`src/sv/ctlps_pkg.sv`:
```
// Shared types, constants and the number parser step for the pan/tilt line unit.
package ctlps_pkg;

   localparam int LINE_DEPTH_DEFAULT = 32;

   localparam int CSR_INDEX_W = 3;
   localparam int CSR_DATA_W  = 16;

   typedef enum logic [CSR_INDEX_W-1:0] {
      CSR_X_CENTER     = 3'd0,
      CSR_Y_CENTER     = 3'd1,
      CSR_DEAD_BAND    = 3'd2,
      CSR_X_GAIN       = 3'd3,
      CSR_Y_GAIN       = 3'd4,
      CSR_X_STEP_LIMIT = 3'd5,
      CSR_Y_STEP_LIMIT = 3'd6
   } csr_index_type;

   localparam logic [15:0] X_CENTER_RESET     = 16'd160;
   localparam logic [15:0] Y_CENTER_RESET     = 16'd112;
   localparam logic [15:0] DEAD_BAND_RESET    = 16'd15;
   localparam logic [11:0] X_GAIN_RESET       = 12'd192;
   localparam logic [11:0] Y_GAIN_RESET       = 12'd128;
   localparam logic [15:0] X_STEP_LIMIT_RESET = 16'd1200;
   localparam logic [15:0] Y_STEP_LIMIT_RESET = 16'd800;

   localparam logic [7:0] CHAR_LF    = 8'h0A;
   localparam logic [7:0] CHAR_CR    = 8'h0D;
   localparam logic [7:0] CHAR_X     = 8'h58;
   localparam logic [7:0] CHAR_Y     = 8'h59;
   localparam logic [7:0] CHAR_NUL   = 8'h00;
   localparam logic [7:0] CHAR_PLUS  = 8'h2B;
   localparam logic [7:0] CHAR_MINUS = 8'h2D;

   typedef enum logic [2:0] {
      PH_SKIP   = 3'b001,
      PH_DIGITS = 3'b010,
      PH_STOP   = 3'b100
   } num_phase_type;

   typedef struct packed {
      num_phase_type phase;
      logic          negative;
      logic [15:0]   value;
   } num_type;

   localparam num_type NUM_CLEAR = '{phase: PH_SKIP, negative: 1'b0, value: 16'd0};

   typedef struct packed {
      logic [15:0] center;
      logic [15:0] dead_band;
      logic [11:0] gain;
      logic [15:0] limit;
   } axis_cfg_type;

   typedef struct packed {
      logic        valid;
      logic [15:0] x_target;
      logic [15:0] y_target;
   } line_type;

   // One byte of an atoi style scan: blanks, an optional sign, then digits.
   function automatic num_type num_feed(num_type p, logic [7:0] c);
      num_type n;
      logic    blank;
      logic    digit;
      logic    sign;
      n     = p;
      blank = (c == 8'h20) || (c == 8'h09) || (c == 8'h0B) || (c == 8'h0C) ||
              (c == CHAR_LF) || (c == CHAR_CR);
      digit = c inside {[8'h30:8'h39]};
      sign  = (c == CHAR_PLUS) || (c == CHAR_MINUS);
      if (p.phase != PH_STOP) begin
         if (digit) begin
            n.value = {p.value[12:0], 3'b000} + {p.value[14:0], 1'b0} +
                      {12'd0, c[3:0]};
            n.phase = PH_DIGITS;
         end else if (p.phase == PH_SKIP && sign) begin
            n.negative = (c == CHAR_MINUS);
            n.phase    = PH_DIGITS;
         end else if (!(p.phase == PH_SKIP && blank)) begin
            n.phase = PH_STOP;
         end
      end
      return n;
   endfunction

endpackage

```
`src/sv/coordinate_line_to_pan_tilt_steps_unit.sv`:
```
// Top level of the serial coordinate line to pan/tilt step command unit.
// Takes one received byte per clock and builds lines of the form X<num>Y<num> ended by a
// newline; carriage returns are ignored and only the first LINE_DEPTH-1 stored bytes count.
// Bytes are accepted back to back, so the sustained rate is one item per clock; the only
// thing that holds the input is a full result pipeline under output stall. A newline that
// ends a valid line with a nonzero step count on either axis yields one result: the edge
// that accepts the newline loads the target register, and the error subtract, the
// magnitude and dead band stage, the gain multiply stage and the clamped output register
// follow in that order. Configuration is written through csr_write, csr_index and
// csr_data; the user must write it only while no line is in flight, as the block does
// not enforce this; gains take the low 12 bits of the data.
module coordinate_line_to_pan_tilt_steps_unit import ctlps_pkg::*; #(
   parameter int LINE_DEPTH = LINE_DEPTH_DEFAULT
) (
   input  logic                   clock,
   input  logic                   reset,
   input  logic                   req_valid,
   output logic                   req_stall,
   input  logic [7:0]             req_rx_data,
   output logic                   rsp_valid,
   input  logic                   rsp_stall,
   output logic [15:0]            rsp_x_steps,
   output logic                   rsp_x_direction,
   output logic [15:0]            rsp_y_steps,
   output logic                   rsp_y_direction,
   input  logic                   csr_write,
   input  logic [CSR_INDEX_W-1:0] csr_index,
   input  logic [CSR_DATA_W-1:0]  csr_data
);

   logic [15:0] x_center_ff, y_center_ff, dead_band_ff;
   logic [11:0] x_gain_ff, y_gain_ff;
   logic [15:0] x_limit_ff, y_limit_ff;

   always_ff @(posedge clock) begin
      if (reset) begin
         x_center_ff  <= X_CENTER_RESET;
         y_center_ff  <= Y_CENTER_RESET;
         dead_band_ff <= DEAD_BAND_RESET;
         x_gain_ff    <= X_GAIN_RESET;
         y_gain_ff    <= Y_GAIN_RESET;
         x_limit_ff   <= X_STEP_LIMIT_RESET;
         y_limit_ff   <= Y_STEP_LIMIT_RESET;
      end else if (csr_write) begin
         case (csr_index)
            CSR_X_CENTER:     x_center_ff  <= csr_data;
            CSR_Y_CENTER:     y_center_ff  <= csr_data;
            CSR_DEAD_BAND:    dead_band_ff <= csr_data;
            CSR_X_GAIN:       x_gain_ff    <= csr_data[11:0];
            CSR_Y_GAIN:       y_gain_ff    <= csr_data[11:0];
            CSR_X_STEP_LIMIT: x_limit_ff   <= csr_data;
            CSR_Y_STEP_LIMIT: y_limit_ff   <= csr_data;
            default: ;
         endcase
      end
   end

   axis_cfg_type x_cfg, y_cfg;
   assign x_cfg = '{center: x_center_ff, dead_band: dead_band_ff, gain: x_gain_ff,
                    limit: x_limit_ff};
   assign y_cfg = '{center: y_center_ff, dead_band: dead_band_ff, gain: y_gain_ff,
                    limit: y_limit_ff};

   // Pipeline occupancy. A stage may load when it is empty or its contents move on.
   logic s1_valid_ff, s2_valid_ff, s3_valid_ff, s4_valid_ff;
   logic out_free, s4_free, s3_free, s2_free, s1_free;
   logic accept;

   assign out_free  = !rsp_valid || !rsp_stall;
   assign s4_free   = !s4_valid_ff || out_free;
   assign s3_free   = !s3_valid_ff || s4_free;
   assign s2_free   = !s2_valid_ff || s3_free;
   assign s1_free   = !s1_valid_ff || s2_free;
   assign req_stall = !s1_free;
   assign accept    = req_valid && !req_stall;

   line_type line;

   ctlps_parse #(
      .LINE_DEPTH(LINE_DEPTH)
   ) u_parse (
      .clock  (clock),
      .reset  (reset),
      .accept (accept),
      .rx_data(req_rx_data),
      .line   (line)
   );

   logic [15:0] x_target_ff, y_target_ff;

   always_ff @(posedge clock) begin
      if (s1_free) begin
         x_target_ff <= line.x_target;
         y_target_ff <= line.y_target;
      end
   end

   logic [15:0] x_steps, y_steps;
   logic        x_dir, y_dir;

   ctlps_axis u_axis_x (
      .clock    (clock),
      .cfg      (x_cfg),
      .target   (x_target_ff),
      .load_err (s2_free),
      .load_mag (s3_free),
      .load_prod(s4_free),
      .steps    (x_steps),
      .direction(x_dir)
   );

   ctlps_axis u_axis_y (
      .clock    (clock),
      .cfg      (y_cfg),
      .target   (y_target_ff),
      .load_err (s2_free),
      .load_mag (s3_free),
      .load_prod(s4_free),
      .steps    (y_steps),
      .direction(y_dir)
   );

   always_ff @(posedge clock) begin
      if (reset) begin
         s1_valid_ff <= 1'b0;
         s2_valid_ff <= 1'b0;
         s3_valid_ff <= 1'b0;
         s4_valid_ff <= 1'b0;
         rsp_valid   <= 1'b0;
      end else begin
         if (s1_free) s1_valid_ff <= line.valid;
         if (s2_free) s2_valid_ff <= s1_valid_ff;
         if (s3_free) s3_valid_ff <= s2_valid_ff;
         if (s4_free) s4_valid_ff <= s3_valid_ff;
         // A line that moves neither axis is dropped here.
         if (out_free) rsp_valid <= s4_valid_ff && ((x_steps | y_steps) != 16'd0);
      end
   end

   always_ff @(posedge clock) begin
      if (out_free) begin
         rsp_x_steps     <= x_steps;
         rsp_x_direction <= x_dir;
         rsp_y_steps     <= y_steps;
         rsp_y_direction <= y_dir;
      end
   end

endmodule

```
`src/sv/ctlps_parse.sv`:
```
// Line assembler: tracks one coordinate line byte by byte and reports a valid line at its newline.
module ctlps_parse import ctlps_pkg::*; #(
   parameter int LINE_DEPTH = LINE_DEPTH_DEFAULT
) (
   input  logic       clock,
   input  logic       reset,
   input  logic       accept,
   input  logic [7:0] rx_data,
   output line_type   line
);

   localparam int COUNT_W = $clog2(LINE_DEPTH);
   localparam logic [COUNT_W-1:0] COUNT_LAST = COUNT_W'(LINE_DEPTH - 1);

   logic [COUNT_W-1:0] count_ff, count_in;
   logic               starts_x_ff, starts_x_in;
   logic               y_seen_ff, y_seen_in;
   logic               zero_ff, zero_in;
   num_type            xnum_ff, xnum_in;
   num_type            ynum_ff, ynum_in;

   always_comb begin
      count_in    = count_ff;
      starts_x_in = starts_x_ff;
      y_seen_in   = y_seen_ff;
      zero_in     = zero_ff;
      xnum_in     = xnum_ff;
      ynum_in     = ynum_ff;
      if (accept) begin
         if (rx_data == CHAR_LF) begin
            count_in    = '0;
            starts_x_in = 1'b0;
            y_seen_in   = 1'b0;
            zero_in     = 1'b0;
            xnum_in     = NUM_CLEAR;
            ynum_in     = NUM_CLEAR;
         end else if (rx_data != CHAR_CR && count_ff != COUNT_LAST) begin
            count_in = count_ff + 1'b1;
            // Bytes after a zero byte still take a slot but are not looked at.
            if (!zero_ff) begin
               if (rx_data == CHAR_NUL) begin
                  zero_in = 1'b1;
               end else if (count_ff == '0) begin
                  starts_x_in = (rx_data == CHAR_X);
               end else if (!y_seen_ff) begin
                  if (rx_data == CHAR_Y) begin
                     y_seen_in = 1'b1;
                  end else begin
                     xnum_in = num_feed(xnum_ff, rx_data);
                  end
               end else begin
                  ynum_in = num_feed(ynum_ff, rx_data);
               end
            end
         end
      end
   end

   always_ff @(posedge clock) begin
      if (reset) begin
         count_ff    <= '0;
         starts_x_ff <= 1'b0;
         y_seen_ff   <= 1'b0;
         zero_ff     <= 1'b0;
         xnum_ff     <= NUM_CLEAR;
         ynum_ff     <= NUM_CLEAR;
      end else begin
         count_ff    <= count_in;
         starts_x_ff <= starts_x_in;
         y_seen_ff   <= y_seen_in;
         zero_ff     <= zero_in;
         xnum_ff     <= xnum_in;
         ynum_ff     <= ynum_in;
      end
   end

   assign line.valid    = accept && (rx_data == CHAR_LF) && starts_x_ff && y_seen_ff;
   assign line.x_target = xnum_ff.negative ? (16'd0 - xnum_ff.value) : xnum_ff.value;
   assign line.y_target = ynum_ff.negative ? (16'd0 - ynum_ff.value) : ynum_ff.value;

endmodule

```
`src/sv/ctlps_axis.sv`:
```
// One axis: error against center, dead band test, gain multiply and step clamp over three stages.
module ctlps_axis import ctlps_pkg::*; (
   input  logic         clock,
   input  axis_cfg_type cfg,
   input  logic [15:0]  target,
   input  logic         load_err,
   input  logic         load_mag,
   input  logic         load_prod,
   output logic [15:0]  steps,
   output logic         direction
);

   logic [15:0] err_ff;
   logic [16:0] mag_ff;
   logic        move_ff;
   logic        dir_ff;
   logic [28:0] prod_ff;
   logic        move_p_ff;
   logic        dir_p_ff;

   logic [16:0] mag_in;
   logic [24:0] scaled;

   // Magnitude of a 16-bit two's complement error, 0 to 32768.
   assign mag_in = err_ff[15] ? (17'h10000 - {1'b0, err_ff}) : {1'b0, err_ff};

   always_ff @(posedge clock) begin
      if (load_err) begin
         err_ff <= target - cfg.center;
      end
      if (load_mag) begin
         mag_ff  <= mag_in;
         move_ff <= (mag_in > {1'b0, cfg.dead_band});
         dir_ff  <= !err_ff[15] && (err_ff != 16'd0);
      end
      if (load_prod) begin
         prod_ff   <= mag_ff * cfg.gain;
         move_p_ff <= move_ff;
         dir_p_ff  <= dir_ff;
      end
   end

   assign scaled = prod_ff[28:4];

   always_comb begin
      steps     = 16'd0;
      direction = 1'b0;
      if (move_p_ff) begin
         steps     = (scaled > {9'd0, cfg.limit}) ? cfg.limit : scaled[15:0];
         direction = dir_p_ff;
      end
   end

endmodule
```
`config.mk`:
```
export PLATFORM = sky130hd
export DESIGN_NAME = coordinate_line_to_pan_tilt_steps_unit
export DESIGN_NICKNAME = d
export VERILOG_FILES = /design/src/sv/ctlps_pkg.sv /design/src/sv/coordinate_line_to_pan_tilt_steps_unit.sv /design/src/sv/ctlps_parse.sv /design/src/sv/ctlps_axis.sv
export SDC_FILE = /design/constraint.sdc
export NUM_CORES = 2
export LEC_CHECK = 0
export ABC_AREA = 0
export ABC_CLOCK_PERIOD_IN_PS = 7350
export BUFFER_PORTS_ARGS = -buffer_cell sky130_fd_sc_hd__buf_2
export CAP_MARGIN = 20
export CORE_ASPECT_RATIO = 1.5
export CORE_UTILIZATION = 65
export DETAILED_ROUTE_END_ITERATION = 8
export PLACE_DENSITY = 0.82
export SETUP_SLACK_MARGIN = 0.02
export SYNTH_ARGS = -nofsm -noshare
export SYNTH_HDL_FRONTEND = slang
export SYNTH_SLANG_ARGS = --single-unit
```
`constraint.sdc`:
```
create_clock -name clock -period 7.35 [get_ports clock]
set_clock_uncertainty 0.15 [all_clocks]
set_input_delay 1.1025 -clock clock [delete_from_list [all_inputs] [get_ports clock]]
set_output_delay 1.1025 -clock clock [all_outputs]
set_load 0.005 [all_outputs]
```
==> impl_metrics.ini <==
[setup_path]
reg2reg_depth = 18
path_common_cell = fa_1
cp_top_family = adder cells
critPathKind = flip-flop to flip-flop
crit_fanout = 18
r2r_start = x_gain_ff[8]
rrSetupSlack_ns = 1.0
cp.buffers_inverters = 3
cp.arrival_ns = 6.50
slowest_stage = dfxtp_1
cp_cell_sequence = nand2_1, fa_1, fa_1, fa_1, inv_1, fa_1, inv_1, fa_1, inv_1, ha_1, or3_1, nor2_1, o21ai_0, a31oi_1, o311ai_0, a31o_2, a21oi_1, xnor2_1
max_stage_delay_ns = 0.76
rr_endpoint = u_axis_x.prod_ff[25]
required_ns = 7.49
crit_path_end_kind = flip-flop
setup.worst_path.start_class = flip-flop

[clock_tree]
clock_latency_ns = 0.55
cts.clk_slew.worst_paths_ns = 0.06
cts_buffers = 35
numClockSinks = 347
htree_levels = 2
tritoncts = done
root_buffer = clkbuf_16
cts_hold_buf = 0
cts.repair.resized = 0
post_cts_buffers = 0
clk_path_buf_depth = 3

[floorplanning]
rows = 97
start_util_pct = 65.8
ios = 68
die-area_mm2 = 0.0482
chipHeight_um = 268
placeableCoreArea_mm2 = 0.0467
die_w_um = 180

[route]
drtAntennaViolNets = 0
wl_per_cell_um = 19.3
drt_iter0_drc = 1662
dr.pass1.iters = 8
drc = 20
finalWirelength_um = 76100
vias = 23500
vias_per_cell = 5.98

[final_layout]
fin_cells = 3933
drive_gt1_share_pct = 5.03
syn_to_final_growth_pct = 6.08
nets = 3930
finish.utilization_pct = 69.8

[logic_synthesis]
avgSynthCellArea_um2 = 9.27
async_flop_share_pct = 0
synth_area_mm2 = 0.0308
ys_warn_count = 0
synth_edf_count = 190
synth_area_leaders = fa_1 (20%), edfxtp_1 (19%), ha_1 (11%)
ys.flop_type = edfxtp_1
synth_top_area_share_pct = 19.9
synth_cell_types = 78
ys_seq_elements = 347
yosysSeqAreaShare_pct = 28.8
synth_top_area_cell = fa_1
synthCells = 3319

[global_routing]
grt.total_usage_pct = 32.3
overflow = 0
grt_start_max_net_pins = 93
grt_pass1_wl_um = 123000
grt_pass1_vias = 24600
antenna_found_initial = 1

[sta]
relSlewSlack_pct = 27.6
tightest_slew_ns = 1.08
max_freq_mhz = 157
setup_viol = 0
drv_slew = 0
setup-tns-final_ns = 0
finalHoldViolCount = 0
rsz0062_at_grt = false
min_period_ns = 6.35
min_period_over_period_pct = 86.5

[min_path]
hold_depth = 0
hold_end = u_axis_x.move_p_ff
holdCritPathClass = flip-flop to flip-flop
min_from = u_axis_x.move_ff

[flow_run]
drv_cap = 0

[status]
status = finished, violations left
violations = design-rule violations

[placed_design]
dp_cells = 3867
gp_congestion = 0.954
hpwl_um = 58700
io_buffers = 67

[pwr]
p_per_area_mw_per_mm2 = 164
vdd_ir_drop_max_uv = 177
leakage_nw = 15.4
## sequential cells by signal, indices dropped and copies added (netlist names), 5 cells and up
name,cells
u_parse.ynum_ff,20
y_limit_ff,16
rsp_y_steps,16
u_axis_y.err_ff,16
y_center_ff,16
x_gain_ff,12
x_limit_ff,16
y_gain_ff,12
u_axis_x.mag_ff,17
u_axis_y.mag_ff,17
u_parse.xnum_ff,20
u_axis_y.prod_ff,25
u_parse.count_ff,5
dead_band_ff,16
u_axis_x.prod_ff,25
x_center_ff,16
rsp_x_steps,16
y_target_ff,16
x_target_ff,16
u_axis_x.err_ff,16
## synth_stat cells (3+ instances only)
cell type	n
nand2_1	553
inv_1	499
fa_1	306
ha_1	281
edfxtp_1	190
a21oi_1	175
dfxtp_1	157
and2_1	141
nor2_1	127
xnor2_1	124
clkbuf_1	116
o21ai_0	73
nor2b_1	53
nand3_1	42
nor3_1	39
mux2i_1	38
a21o_1	36
nand2b_1	27
nor4_1	24
or3_1	23
xor2_1	22
o31ai_1	21
a22oi_1	20
and3_1	19
nand3b_1	17
nand4_1	15
a31oi_1	14
a211o_1	12
o211ai_1	11
o21bai_1	11
o21a_1	10
a211oi_1	8
a32oi_1	8
buf_2	8
or2_2	8
or4_1	8
a31o_2	7
o31a_1	7
o41ai_1	6
a21boi_0	5
a221oi_1	5
nand4b_1	4
and4_1	3
nor3b_1	3
## per-stage QoR
stage	hold slack [ns]	setup slack [ns]	area, um2	power (mW)
floorplan	0.250	1.49	30800	3.19
global placement	0.268	1.25	31500	3.52
detailed placement	0.281	1.10	31500	3.58
CTS	0.296	1.07	32600	5.37
global route	0.298	0.695	32600	5.60
finish	0.299	0.995	32600	5.37
## cells by family (layout without fill, tap and decap cells)
logic type,count (synthesis),count (layout),synth area share [%]
compound gates,457,457,9.57
xor+xnor,146,146,4.16
fa+ha+maj,587,587,31.3
buf+inv,624,641,7.66
flops,347,347,28.8
mux,39,39,1.27
other cells,1,4,0.0122
simple gates,1118,1118,17.2
## how the worst max path moves through the flow
| stage | startpoint | to | slack [ns] | depth (start not counted) |
|---|---|---|---|---|
| 2_1_floorplan | y_gain_ff[3] | u_axis_y.prod_ff[28] | 1.49 | 20 |
| 3_3_place_gp | y_gain_ff[3] | u_axis_y.prod_ff[28] | 1.25 | 18 |
| 3_5_place_dp | x_gain_ff[8] | u_axis_x.prod_ff[25] | 1.10 | 18 |
| 4_1_cts | x_gain_ff[8] | u_axis_x.prod_ff[25] | 1.07 | 18 |
| 5_1_grt | x_gain_ff[8] | u_axis_x.prod_ff[25] | 0.70 | 18 |
| 6_report | x_gain_ff[8] | u_axis_x.prod_ff[25] | 1.0 | 18 |
## area by class of cell
class | count | area (um2)
Sequential cell | 347 | 8850
Inverter | 499 | 1870
Antenna cell | 2 | 5.00
Multi-Input combinational cell | 2349 | 19600
Clock inverter | 17 | 138
Tap cell | 594 | 743
Clock buffer | 46 | 1010
Fill cell | 3468 | 14100
Timing Repair Buffer | 79 | 432
## power by group
part / leakage [nW] / switching [mW] / internal (mW)
registers: 3.45 / 0.197 / 2.21
logic: 11.4 / 0.662 / 0.488
clock network: 0.552 / 0.797 / 1.01
## layer usage
layer / vias to the layer above / track usage, % / wire length [um] / part of all wire, %
met5: - / 0 / 0 / 0
met4: 0 / 22.6 / 5640 / 7.4
met3: 322 / 4.43 / 4600 / 6.0
met2: 820 / 60.0 / 39600 / 52
met1: 11600 / 34.0 / 26200 / 34
li1: 10800 / - / - / -
## cells in the final DEF, fill, tap and decap left out, types with 124 or more instances in the layout
| cell | n |
|---|---|
| and2_1 | 141 |
| a21oi_1 | 175 |
| xnor2_1 | 124 |
| fa_1 | 306 |
| nand2_1 | 553 |
| ha_1 | 281 |
| nor2_1 | 127 |
| edfxtp_1 | 190 |
| inv_1 | 499 |
| dfxtp_1 | 157 |
Note: power is estimated with default switching activity, not from simulation.
